==> config.mk <==
export PLATFORM = sky130hd
export DESIGN_NAME = device_id_registry_table_core_flat
export DESIGN_NICKNAME = d
export VERILOG_FILES = /design/src/design/didrt_pkg.sv /design/src/design/didrt_req_if.sv /design/src/design/didrt_rsp_if.sv /design/src/design/didrt_datapath.sv /design/src/design/didrt_ctrl.sv /design/src/design/device_id_registry_table_core.sv /design/src/flat_wrapper.sv
export VERILOG_INCLUDE_DIRS = /design/src /design/src/design
export SDC_FILE = /design/constraint.sdc
export NUM_CORES = 1
export LEC_CHECK = 0
export BUFFER_PORTS_ARGS = -buffer_cell sky130_fd_sc_hd__buf_4
export CAP_MARGIN = 20
export CORE_MARGIN = 5
export CORE_UTILIZATION = 30
export CTS_BUF_LIST = sky130_fd_sc_hd__clkbuf_2 sky130_fd_sc_hd__clkbuf_4 sky130_fd_sc_hd__clkbuf_8
export DETAILED_ROUTE_END_ITERATION = 6
export HOLD_SLACK_MARGIN = 0.1
export PLACE_DENSITY = 0.49
export SETUP_SLACK_MARGIN = 0.05
export SYNTH_ARGS = -nofsm -noshare
export SYNTH_HDL_FRONTEND = slang
export SYNTH_SLANG_ARGS = --single-unit
==> constraint.sdc <==
create_clock -name clk_i -period 2.9 [get_ports clk_i]
set_input_delay 0.435 -clock clk_i [delete_from_list [all_inputs] [get_ports clk_i]]
set_output_delay 0.435 -clock clk_i [all_outputs]
set_load 0.05 [all_outputs]
==> src/design/device_id_registry_table_core_macros.svh <==
// ----------------------------------------------------------------------------
// device_id_registry_table_core macros
// Assertion helpers shared by the registry table RTL.
// ----------------------------------------------------------------------------
`ifndef DEVICE_ID_REGISTRY_TABLE_CORE_MACROS_SVH
`define DEVICE_ID_REGISTRY_TABLE_CORE_MACROS_SVH

`ifndef SYNTHESIS
// property must hold at every clock edge out of reset
`define DIDRT_ASSERT(lbl, clk, rst_n, prop) \
  lbl: assert property (@(posedge clk) disable iff (!rst_n) (prop)) \
    else $error("didrt assertion failed");
// expression must never be true out of reset
`define DIDRT_ASSERT_NEVER(lbl, clk, rst_n, expr) \
  `DIDRT_ASSERT(lbl, clk, rst_n, !(expr))
`else
`define DIDRT_ASSERT(lbl, clk, rst_n, prop)
`define DIDRT_ASSERT_NEVER(lbl, clk, rst_n, expr)
`endif

`endif

==> src/design/didrt_pkg.sv <==
// ----------------------------------------------------------------------------
// didrt_pkg
// Widths, operation and status codes, and controller/datapath bundles.
// ----------------------------------------------------------------------------
package didrt_pkg;

  localparam int unsigned CAPACITY_DEF = 16;

  localparam int unsigned KIND_W   = 2;
  localparam int unsigned ID_W     = 8;
  localparam int unsigned STATUS_W = 2;
  localparam int unsigned POS_W    = 4;
  localparam int unsigned COUNT_W  = 5;

  localparam logic [KIND_W-1:0] KIND_INSERT = 2'd0;
  localparam logic [KIND_W-1:0] KIND_FIND   = 2'd1;
  localparam logic [KIND_W-1:0] KIND_DELETE = 2'd2;

  localparam logic [STATUS_W-1:0] STATUS_OK   = 2'd0;
  localparam logic [STATUS_W-1:0] STATUS_FULL = 2'd1;
  localparam logic [STATUS_W-1:0] STATUS_MISS = 2'd2;

  typedef struct packed {
    logic load;  // latch a new request and its match vector
    logic scan;  // walk the match vector one slot
    logic exec;  // apply the operation and latch the response
  } didrt_cmd_t;

  typedef struct packed {
    logic hit;   // match at current scan slot
    logic last;  // scan slot is the final one
    logic full;  // table holds CAPACITY ids
  } didrt_sts_t;

endpackage

==> src/design/didrt_req_if.sv <==
// ----------------------------------------------------------------------------
// didrt_req_if
// Request channel: operation kind and device id.
// ----------------------------------------------------------------------------
interface didrt_req_if import didrt_pkg::*; ();
  logic              valid;
  logic              ready;
  logic [KIND_W-1:0] kind;
  logic [ID_W-1:0]   device_id;

  modport source (output valid, kind, device_id, input ready);
  modport sink   (input valid, kind, device_id, output ready);
endinterface

==> src/design/didrt_rsp_if.sv <==
// ----------------------------------------------------------------------------
// didrt_rsp_if
// Response channel: status, position and entry count.
// ----------------------------------------------------------------------------
interface didrt_rsp_if import didrt_pkg::*; ();
  logic                valid;
  logic                ready;
  logic [STATUS_W-1:0] status;
  logic [POS_W-1:0]    position;
  logic [COUNT_W-1:0]  entry_count;

  modport source (output valid, status, position, entry_count, input ready);
  modport sink   (input valid, status, position, entry_count, output ready);
endinterface

==> src/design/didrt_datapath.sv <==
// ----------------------------------------------------------------------------
// didrt_datapath
// Id table cells, match vector, scan index, count and response registers.
// ----------------------------------------------------------------------------
module didrt_datapath import didrt_pkg::*; #(
  parameter int unsigned CAPACITY = CAPACITY_DEF
) (
  input  logic                clk_i,
  input  logic                rst_ni,
  input  didrt_cmd_t          cmd_i,
  output didrt_sts_t          sts_o,
  input  logic [KIND_W-1:0]   kind_i,
  input  logic [ID_W-1:0]     device_id_i,
  output logic [STATUS_W-1:0] status_o,
  output logic [POS_W-1:0]    position_o,
  output logic [COUNT_W-1:0]  entry_count_o
);

  localparam int unsigned IW = (CAPACITY > 1) ? $clog2(CAPACITY) : 1;
  localparam int unsigned CW = $clog2(CAPACITY + 1);

  logic [ID_W-1:0]     table_q [CAPACITY];
  logic [ID_W-1:0]     table_d [CAPACITY];
  logic [ID_W-1:0]     nxt     [CAPACITY];
  logic [CW-1:0]       count_q, count_d;
  logic [ID_W-1:0]     id_q;
  logic [KIND_W-1:0]   kind_q;
  logic [CAPACITY-1:0] match_q, match_d;
  logic [IW-1:0]       idx_q;
  logic [STATUS_W-1:0] status_q, status_d;
  logic [POS_W-1:0]    pos_q, pos_d;
  logic [COUNT_W-1:0]  cnt_q;
  logic [31:0]         idx_ext, cnt_ext, count_ext;
  logic                hit, last, full;

  // neighbor taps for the compacting shift
  for (genvar g = 0; g < CAPACITY; g++) begin : g_nxt
    if (g + 1 < CAPACITY) begin : g_mid
      assign nxt[g] = table_q[g+1];
    end else begin : g_end
      assign nxt[g] = '0;
    end
  end

  assign hit       = match_q[idx_q];
  assign last      = (32'(idx_q) == CAPACITY - 1);
  assign full      = (32'(count_q) == CAPACITY);
  assign idx_ext   = 32'(idx_q);
  assign count_ext = 32'(count_q);
  assign cnt_ext   = 32'(count_d);

  assign sts_o.hit  = hit;
  assign sts_o.last = last;
  assign sts_o.full = full;

  always_comb begin
    for (int i = 0; i < CAPACITY; i++) begin
      match_d[i] = (table_q[i] == device_id_i) && (i < count_ext);
    end
  end

  always_comb begin
    count_d  = count_q;
    status_d = STATUS_OK;
    pos_d    = '0;
    for (int i = 0; i < CAPACITY; i++) begin
      table_d[i] = table_q[i];
    end
    if (cmd_i.exec) begin
      case (kind_q)
        KIND_INSERT: begin
          if (full) begin
            status_d = STATUS_FULL;
          end else begin
            for (int i = 0; i < CAPACITY; i++) begin
              if (i == count_ext) table_d[i] = id_q;
            end
            pos_d   = count_ext[POS_W-1:0];
            count_d = count_q + CW'(1);
          end
        end
        KIND_FIND: begin
          if (hit) begin
            pos_d = idx_ext[POS_W-1:0];
          end else begin
            status_d = STATUS_MISS;
          end
        end
        KIND_DELETE: begin
          if (hit) begin
            for (int i = 0; i < CAPACITY; i++) begin
              if (i >= idx_ext) table_d[i] = nxt[i];
              if (i + 1 == count_ext) table_d[i] = '0;
            end
            pos_d   = idx_ext[POS_W-1:0];
            count_d = count_q - CW'(1);
          end else begin
            status_d = STATUS_MISS;
          end
        end
        default: begin
          status_d = STATUS_OK;
        end
      endcase
    end
  end

  always_ff @(posedge clk_i or negedge rst_ni) begin
    if (!rst_ni) begin
      count_q <= '0;
      for (int i = 0; i < CAPACITY; i++) begin
        table_q[i] <= '0;
      end
    end else begin
      count_q <= count_d;
      for (int i = 0; i < CAPACITY; i++) begin
        table_q[i] <= table_d[i];
      end
    end
  end

  always_ff @(posedge clk_i) begin
    if (cmd_i.load) begin
      id_q    <= device_id_i;
      kind_q  <= kind_i;
      match_q <= match_d;
      idx_q   <= '0;
    end else if (cmd_i.scan && !hit && !last) begin
      idx_q <= idx_q + IW'(1);
    end
    if (cmd_i.exec) begin
      status_q <= status_d;
      pos_q    <= pos_d;
      cnt_q    <= cnt_ext[COUNT_W-1:0];
    end
  end

  assign status_o      = status_q;
  assign position_o    = pos_q;
  assign entry_count_o = cnt_q;

endmodule

==> src/design/didrt_ctrl.sv <==
// ----------------------------------------------------------------------------
// didrt_ctrl
// Sequencer: accept, scan the match vector (find and delete only), execute, hold the response.
// ----------------------------------------------------------------------------
module didrt_ctrl import didrt_pkg::*; (
  input  logic              clk_i,
  input  logic              rst_ni,
  input  logic              req_valid_i,
  input  logic [KIND_W-1:0] req_kind_i,
  output logic              req_ready_o,
  output logic              rsp_valid_o,
  input  logic              rsp_ready_i,
  output didrt_cmd_t        cmd_o,
  input  didrt_sts_t        sts_i
);

  typedef enum logic [1:0] {
    S_IDLE,
    S_SCAN,
    S_EXEC,
    S_RESP
  } state_e;

  state_e state_q;
  logic   ready_q;
  logic   valid_q;

  assign cmd_o.load  = req_valid_i && ready_q;
  assign cmd_o.scan  = (state_q == S_SCAN);
  assign cmd_o.exec  = (state_q == S_EXEC);
  assign req_ready_o = ready_q;
  assign rsp_valid_o = valid_q;

  always_ff @(posedge clk_i or negedge rst_ni) begin
    if (!rst_ni) begin
      state_q <= S_IDLE;
      ready_q <= 1'b1;
      valid_q <= 1'b0;
    end else begin
      unique case (state_q)
        S_IDLE: begin
          if (req_valid_i && ready_q) begin
            ready_q <= 1'b0;
            if (req_kind_i == KIND_FIND || req_kind_i == KIND_DELETE) begin
              state_q <= S_SCAN;
            end else begin
              state_q <= S_EXEC;
            end
          end
        end
        S_SCAN: begin
          if (sts_i.hit || sts_i.last) state_q <= S_EXEC;
        end
        S_EXEC: begin
          valid_q <= 1'b1;
          state_q <= S_RESP;
        end
        S_RESP: begin
          if (rsp_ready_i) begin
            valid_q <= 1'b0;
            ready_q <= 1'b1;
            state_q <= S_IDLE;
          end
        end
        default: begin
          state_q <= S_IDLE;
        end
      endcase
    end
  end

endmodule

==> src/design/device_id_registry_table_core.sv <==
// ----------------------------------------------------------------------------
// device_id_registry_table_core
// Compacting id table with insert, find and delete of 8-bit device ids.
// ----------------------------------------------------------------------------
//  channel  dir  payload                          beat when
//  req_i    in   kind, device_id                  valid && ready
//  rsp_o    out  status, position, entry_count    valid && ready
//
// One request at a time. Insert and unused kinds go straight from the request
// beat to the execute step, after which response valid rises; find and delete
// first scan one slot at a time up to the first match (or CAPACITY - 1 on a miss).
// The next request beat can come only after the response has been taken.
// Reset clears the table and the count at once; no clearing pass.
// A stalled response holds and req_i stays not ready until it is taken.
// ----------------------------------------------------------------------------
`include "device_id_registry_table_core_macros.svh"

module device_id_registry_table_core import didrt_pkg::*; #(
  parameter int unsigned CAPACITY = CAPACITY_DEF
) (
  input logic          clk_i,
  input logic          rst_ni,
  didrt_req_if.sink    req_i,
  didrt_rsp_if.source  rsp_o
);

  didrt_cmd_t cmd;
  didrt_sts_t sts;

  didrt_ctrl u_ctrl (
    .clk_i       (clk_i),
    .rst_ni      (rst_ni),
    .req_valid_i (req_i.valid),
    .req_kind_i  (req_i.kind),
    .req_ready_o (req_i.ready),
    .rsp_valid_o (rsp_o.valid),
    .rsp_ready_i (rsp_o.ready),
    .cmd_o       (cmd),
    .sts_i       (sts)
  );

  didrt_datapath #(
    .CAPACITY (CAPACITY)
  ) u_dp (
    .clk_i         (clk_i),
    .rst_ni        (rst_ni),
    .cmd_i         (cmd),
    .sts_o         (sts),
    .kind_i        (req_i.kind),
    .device_id_i   (req_i.device_id),
    .status_o      (rsp_o.status),
    .position_o    (rsp_o.position),
    .entry_count_o (rsp_o.entry_count)
  );

  // response only ever follows an execute step
  `DIDRT_ASSERT(a_rsp_after_exec, clk_i, rst_ni, $rose(rsp_o.valid) |-> $past(cmd.exec))
  // never take a request while a response is pending
  `DIDRT_ASSERT_NEVER(a_no_overlap, clk_i, rst_ni, req_i.ready && rsp_o.valid)
  // a full refusal means the table really is full
  `DIDRT_ASSERT(a_full_status, clk_i, rst_ni, (rsp_o.valid && rsp_o.status == STATUS_FULL) |-> sts.full)

endmodule

==> src/flat_wrapper.sv <==
// flat-port wrapper written by rule: the top's interface ports become plain ports
module device_id_registry_table_core_flat import didrt_pkg::*;
#(
  parameter int unsigned CAPACITY = CAPACITY_DEF
)
  (clk_i, rst_ni, req_i_valid, req_i_kind, req_i_device_id, req_i_ready, rsp_o_valid, rsp_o_status, rsp_o_position, rsp_o_entry_count, rsp_o_ready);
  didrt_req_if req_i_i ();
  didrt_rsp_if rsp_o_i ();
  input logic clk_i;
  input logic rst_ni;
  input wire logic [$bits(req_i_i.valid)-1:0] req_i_valid;
  input wire logic [$bits(req_i_i.kind)-1:0] req_i_kind;
  input wire logic [$bits(req_i_i.device_id)-1:0] req_i_device_id;
  output wire logic [$bits(req_i_i.ready)-1:0] req_i_ready;
  output wire logic [$bits(rsp_o_i.valid)-1:0] rsp_o_valid;
  output wire logic [$bits(rsp_o_i.status)-1:0] rsp_o_status;
  output wire logic [$bits(rsp_o_i.position)-1:0] rsp_o_position;
  output wire logic [$bits(rsp_o_i.entry_count)-1:0] rsp_o_entry_count;
  input wire logic [$bits(rsp_o_i.ready)-1:0] rsp_o_ready;
  assign req_i_i.valid = req_i_valid;
  assign req_i_i.kind = req_i_kind;
  assign req_i_i.device_id = req_i_device_id;
  assign req_i_ready = req_i_i.ready;
  assign rsp_o_valid = rsp_o_i.valid;
  assign rsp_o_status = rsp_o_i.status;
  assign rsp_o_position = rsp_o_i.position;
  assign rsp_o_entry_count = rsp_o_i.entry_count;
  assign rsp_o_i.ready = rsp_o_ready;
  device_id_registry_table_core #(.CAPACITY(CAPACITY)) u_core (.clk_i(clk_i), .rst_ni(rst_ni), .req_i(req_i_i), .rsp_o(rsp_o_i));
endmodule
==> results.md <==
- The flow ran to the end, and the final reports show no timing, DRC or antenna violations.
- Traced cell by cell, the critical path runs through inv_1, ha_1, nor2b_1, nand2_1, a221oi_2, mux2i_1.
- Using the TritonRoute via totals, the vias-per-cell ratio works out to between 4 and 5.
- The total routed wirelength is between 30000 and 40000 microns.
- The wire-length estimate of the detail-placed layout is 20900 microns.
- The largest stage delay on the critical path is ~0.85 ns.
- The worst setup path is of the flop to flop kind.
- The number of global-route vias before repair is ~7700.
- The highest fanout seen on the critical path is 8.
- The CTS H-tree depth is 4.
- The final hold violation count came to 0.
- The core region is around 34000 sq um.
- The clock sink count is roughly 180.
- In the post-synthesis netlist, the cell with the most instances is sky130_fd_sc_hd__dfrtp_1.
- The total area of sequential cells is around 4600 sq um.
- The fraction of the yosys area taken by sequential cells is 44.9%.
- The initial antenna violation count is 0.
- Counting instances in the post-synthesis netlist gives the leading cell types as sky130_fd_sc_hd__dfrtp_1, sky130_fd_sc_hd__a21oi_1, sky130_fd_sc_hd__inv_1.
- The smallest clock period supported by the final layout is computed as 2.79 ns.
- The count of nets left with antenna violations once routing finished came out at 0.
- Of the post-synthesis cell area, the dominant cell type holds around 33%.
- The share of total power dissipated in sequential elements is 41.1%.
- The post-place instance area is ~11000 sq um.
- 27 I/O pins were placed.
- The portion of total power attributed to the clock network is 15.3%.
- The die is about 200 microns wide.
- Yosys mapped the design onto 60 distinct sky130hd cell types.
- STA classifies the critical path startpoint as a flop.
- The worst-case IR drop observed on VDD is between 0.4 and 0.5 mV.
- Synthesis handed over a netlist of 1021 instances.
- The area overhead of the layout relative to synthesis is 12.6%.
- The type of the tightest min-delay check is input port to flop.
- Cells with a size suffix above 1 make up a little over an eighth of the layout.
- The cell area power density is ~970 nW/um^2.
- In this run the deepest clock path goes through 2 buffers.
- Data on the critical path is required at its endpoint by approximately 3.3 ns.
- The number of buffers created by CTS is 17.
- The number of design rule violations left after detail routing is 0.
- The master of the slowest instance on the critical path is sky130_fd_sc_hd__a221oi_2.
- Setup violations remaining at the end of the flow were counted as 0.
- For this design the static power due to leakage is approximately 0.0046 uW.
- The placed cell count is 1468.
- The average routed wire per standard cell is between 20 and 25 microns.
- The data arrival time of the critical path is approximately 3.2 ns.
- At the later pin of the worst-skew pair, clock insertion delay measures around 0.48 ns.
- The count of pins over their slew limit is 0.
- Based on the critical path, the design can be clocked at up to around 360 MHz.
- The async set-reset flop share out of synthesis is 77.0%.
- For this run, the leading register cell type out of synthesis is sky130_fd_sc_hd__dfrtp_1.
- TritonCTS built the clock tree.
- The area occupied by multi-input gates is approximately 5000 sq um.
- The mapped netlist covers 10300 sq um.
- The worst path uses between 90% and 100% of the clock period.
- The height of the die is between 150 and 200 microns.
- In this run, synthesis produced a sequential element count of around 180.
- The count of inserted antenna diode cells is 0.
- The detailed router placed between 7000 and 8000 vias in this run.
- The net count of the finished layout is approximately 1100.
- The post-route clock skew is 0.0212 ns.
- The global-route wire length before repair is between 40000 and 50000 microns.
- The first detailed-routing pass ran for 5 iterations.
- The number of synthesized flops with an enable pin is 37.
- The number of rows created at floorplan is 67.
- The count of routing violations after the opening detailed-route iteration is 519.
- The count of buffers added on input and output ports is 26.
- The Yosys step of the flow raised 0 warnings.
- The combinational power share is between 40% and 50%.
- The final estimated routing congestion in global placement is ~0.85.
- The die covers roughly 38000 sq um.
- The post-synthesis cell type with the largest combined area is sky130_fd_sc_hd__dfrtp_1.
- The initial core utilization is 30.5%.
- After synthesis, the cell types taking the most area are sky130_fd_sc_hd__dfrtp_1, sky130_fd_sc_hd__mux2i_1, sky130_fd_sc_hd__edfxtp_1.
- The endpoint class of the critical path is a flop.
- Clock tree synthesis selected as its root buffer the cell sky130_fd_sc_hd__clkbuf_8.
- Net switching is between 40% and 50% of the power.
- After clock tree synthesis, the clock-pin slew on the worst setup and hold paths is 0.10 ns.
- After global routing the overflow that remains totals 0.
- The post-route non-filler standard cell count is between 1500 and 2000.
- Setup repair after global routing could not meet its margin everywhere.
- The analysis attributes to net switching a power of between 4000 and 5000 uW.
- For the pin with the worst max-slew slack, the measured transition is about 0.96 ns.
- In this run the tightest slew margin relative to its limit is 36.2%.
- The overall fraction of global-route tracks in use is between 10% and 20%.
- The max-capacitance violation count is 0.
- Entering global routing, the biggest net connects 56 pins.
- The cell-internal power is ~6300 uW.
- The post-route standard cell area excluding fillers is about 12000 sq um.
- The average instance in the mapped netlist occupies just over 10 sq um.
- The filler cells instantiated in the layout total 3524.
- Counting every net in the synthesized netlist gives between 1000 and 1500.
==> power by group through the flow <==
stage | Sequential (uW) | Clock [uW] | Combinational (uW)
6_report | 4610 | 1720 | 4900
5_1_grt | 4730 | 1870 | 5360
4_1_cts | 4600 | 1770 | 4860
3_5_place_dp | 4650 | 0 | 4830
3_3_place_gp | 4640 | 0 | 4780
2_1_floorplan | 4640 | 0 | 3250
==> critical path, delay by kind of cell (launching register included) <==
kind,cells,cell delay [ns]
flops,1,0.39
simple gates,2,0.85
buf+inv,1,0.17
compound gates,1,0.85
fa+ha+maj,1,0.19
mux,1,0.27
==> layout make-up <==
| class | count | area share, % |
|---|---|---|
| flip-flops and latches | 178 | 39.9 |
| clock buffers | 18 | 2.08 |
| multi-input cells | 644 | 43.0 |
| inverters | 133 | 4.31 |
| clock inverters | 14 | 1.14 |
| repair buffers | 67 | 4.72 |
| well taps | 448 | 4.84 |
==> through the flow <==
step / setup slack, ns / util, % / hold slack [ns] / TNS, ns / total power (uW)
3_3_place_gp: 0.0489 / 32.9 / 0.457 / 0 / 9420
3_5_place_dp: 0.0615 / 32.9 / 0.446 / 0 / 9480
4_1_cts: 0.0851 / 34.1 / 0.125 / 0 / 11200
2_1_floorplan: 0.209 / - / 0.139 / 0 / 7890
6_report: 0.106 / 34.4 / 0.149 / 0 / 11200
5_1_grt: -0.124 / 34.4 / 0.118 / -1.55 / 12000
==> kinds of logic (layout without fill, tap and decap cells) <==
kind of cell / after synthesis / count (layout) / synth area share (%)
compound gates: 207 / 207 / 12.7
xor+xnor: 130 / 130 / 11.1
buf+inv: 199 / 232 / 7.48
flops: 178 / 178 / 44.9
fa+ha+maj: 19 / 19 / 2.31
mux: 136 / 136 / 13.7
simple gates: 152 / 152 / 7.86
==> cell usage in the layout, fill, tap and decap left out, drive strengths merged, types with 23 or more instances in the layout <==
cell,n
buf,66
dfrtp,136
inv,142
nand4,23
xnor2,100
nand2,32
xor2,30
a21oi,134
edfxtp,37
mux2i,116
==> timing repair <==
action,CTS,global route
pin swaps,0,1
endpoints found under the setup margin,8,73
hold buffers,1,0
hold endpoints to repair,53,0
resized for setup,1,10
setup buffers,0,1
==> final timing paths <==
check	startpoint	to	slack [ns]	cells past startpoint
max in group asynchronous	rst_ni	u_core.u_dp.nxt[54]	1.58	3
setup reg to reg	u_core.u_dp.count_q[0]	u_core.u_dp.nxt[45]	0.11	6
hold reg to reg	u_core.u_ctrl.req_ready_o	u_core.u_ctrl.req_ready_o	0.53	2
min in group asynchronous	rst_ni	u_core.u_dp.nxt[20]	0.47	2
setup / recovery	u_core.u_dp.count_q[0]	u_core.u_dp.nxt[45]	0.11	6
hold / removal	req_i_kind[1]	u_core.u_dp.kind_q[1]	0.15	1
==> registers in the layout, indices dropped and copies added (netlist names) <==
register                   cells
u_core.u_dp.count_q            5
u_core.u_dp.kind_q             2
u_core.u_dp.table_q            8
u_core.u_ctrl.rsp_valid_o      1
u_core.u_ctrl.state_q          2
u_core.u_dp.nxt              120
u_core.u_dp.match_q           16
u_core.u_dp.idx_q              4
u_core.u_dp.entry_count_o      5
u_core.u_dp.status_o           2
u_core.u_dp.id_q               8
u_core.u_dp.position_o         4
u_core.u_ctrl.req_ready_o      1
==> metal layers <==
layer  vias up  global-route usage [%]  share of wire [%]
met1      3738                    22.1                 47
li1       3522                       -                  -
met4         0                    4.01                2.0
met3        35                    3.07                4.4
met5         -                       0                  0
met2       180                    25.8                 47
(Power assumes the default switching activity.)
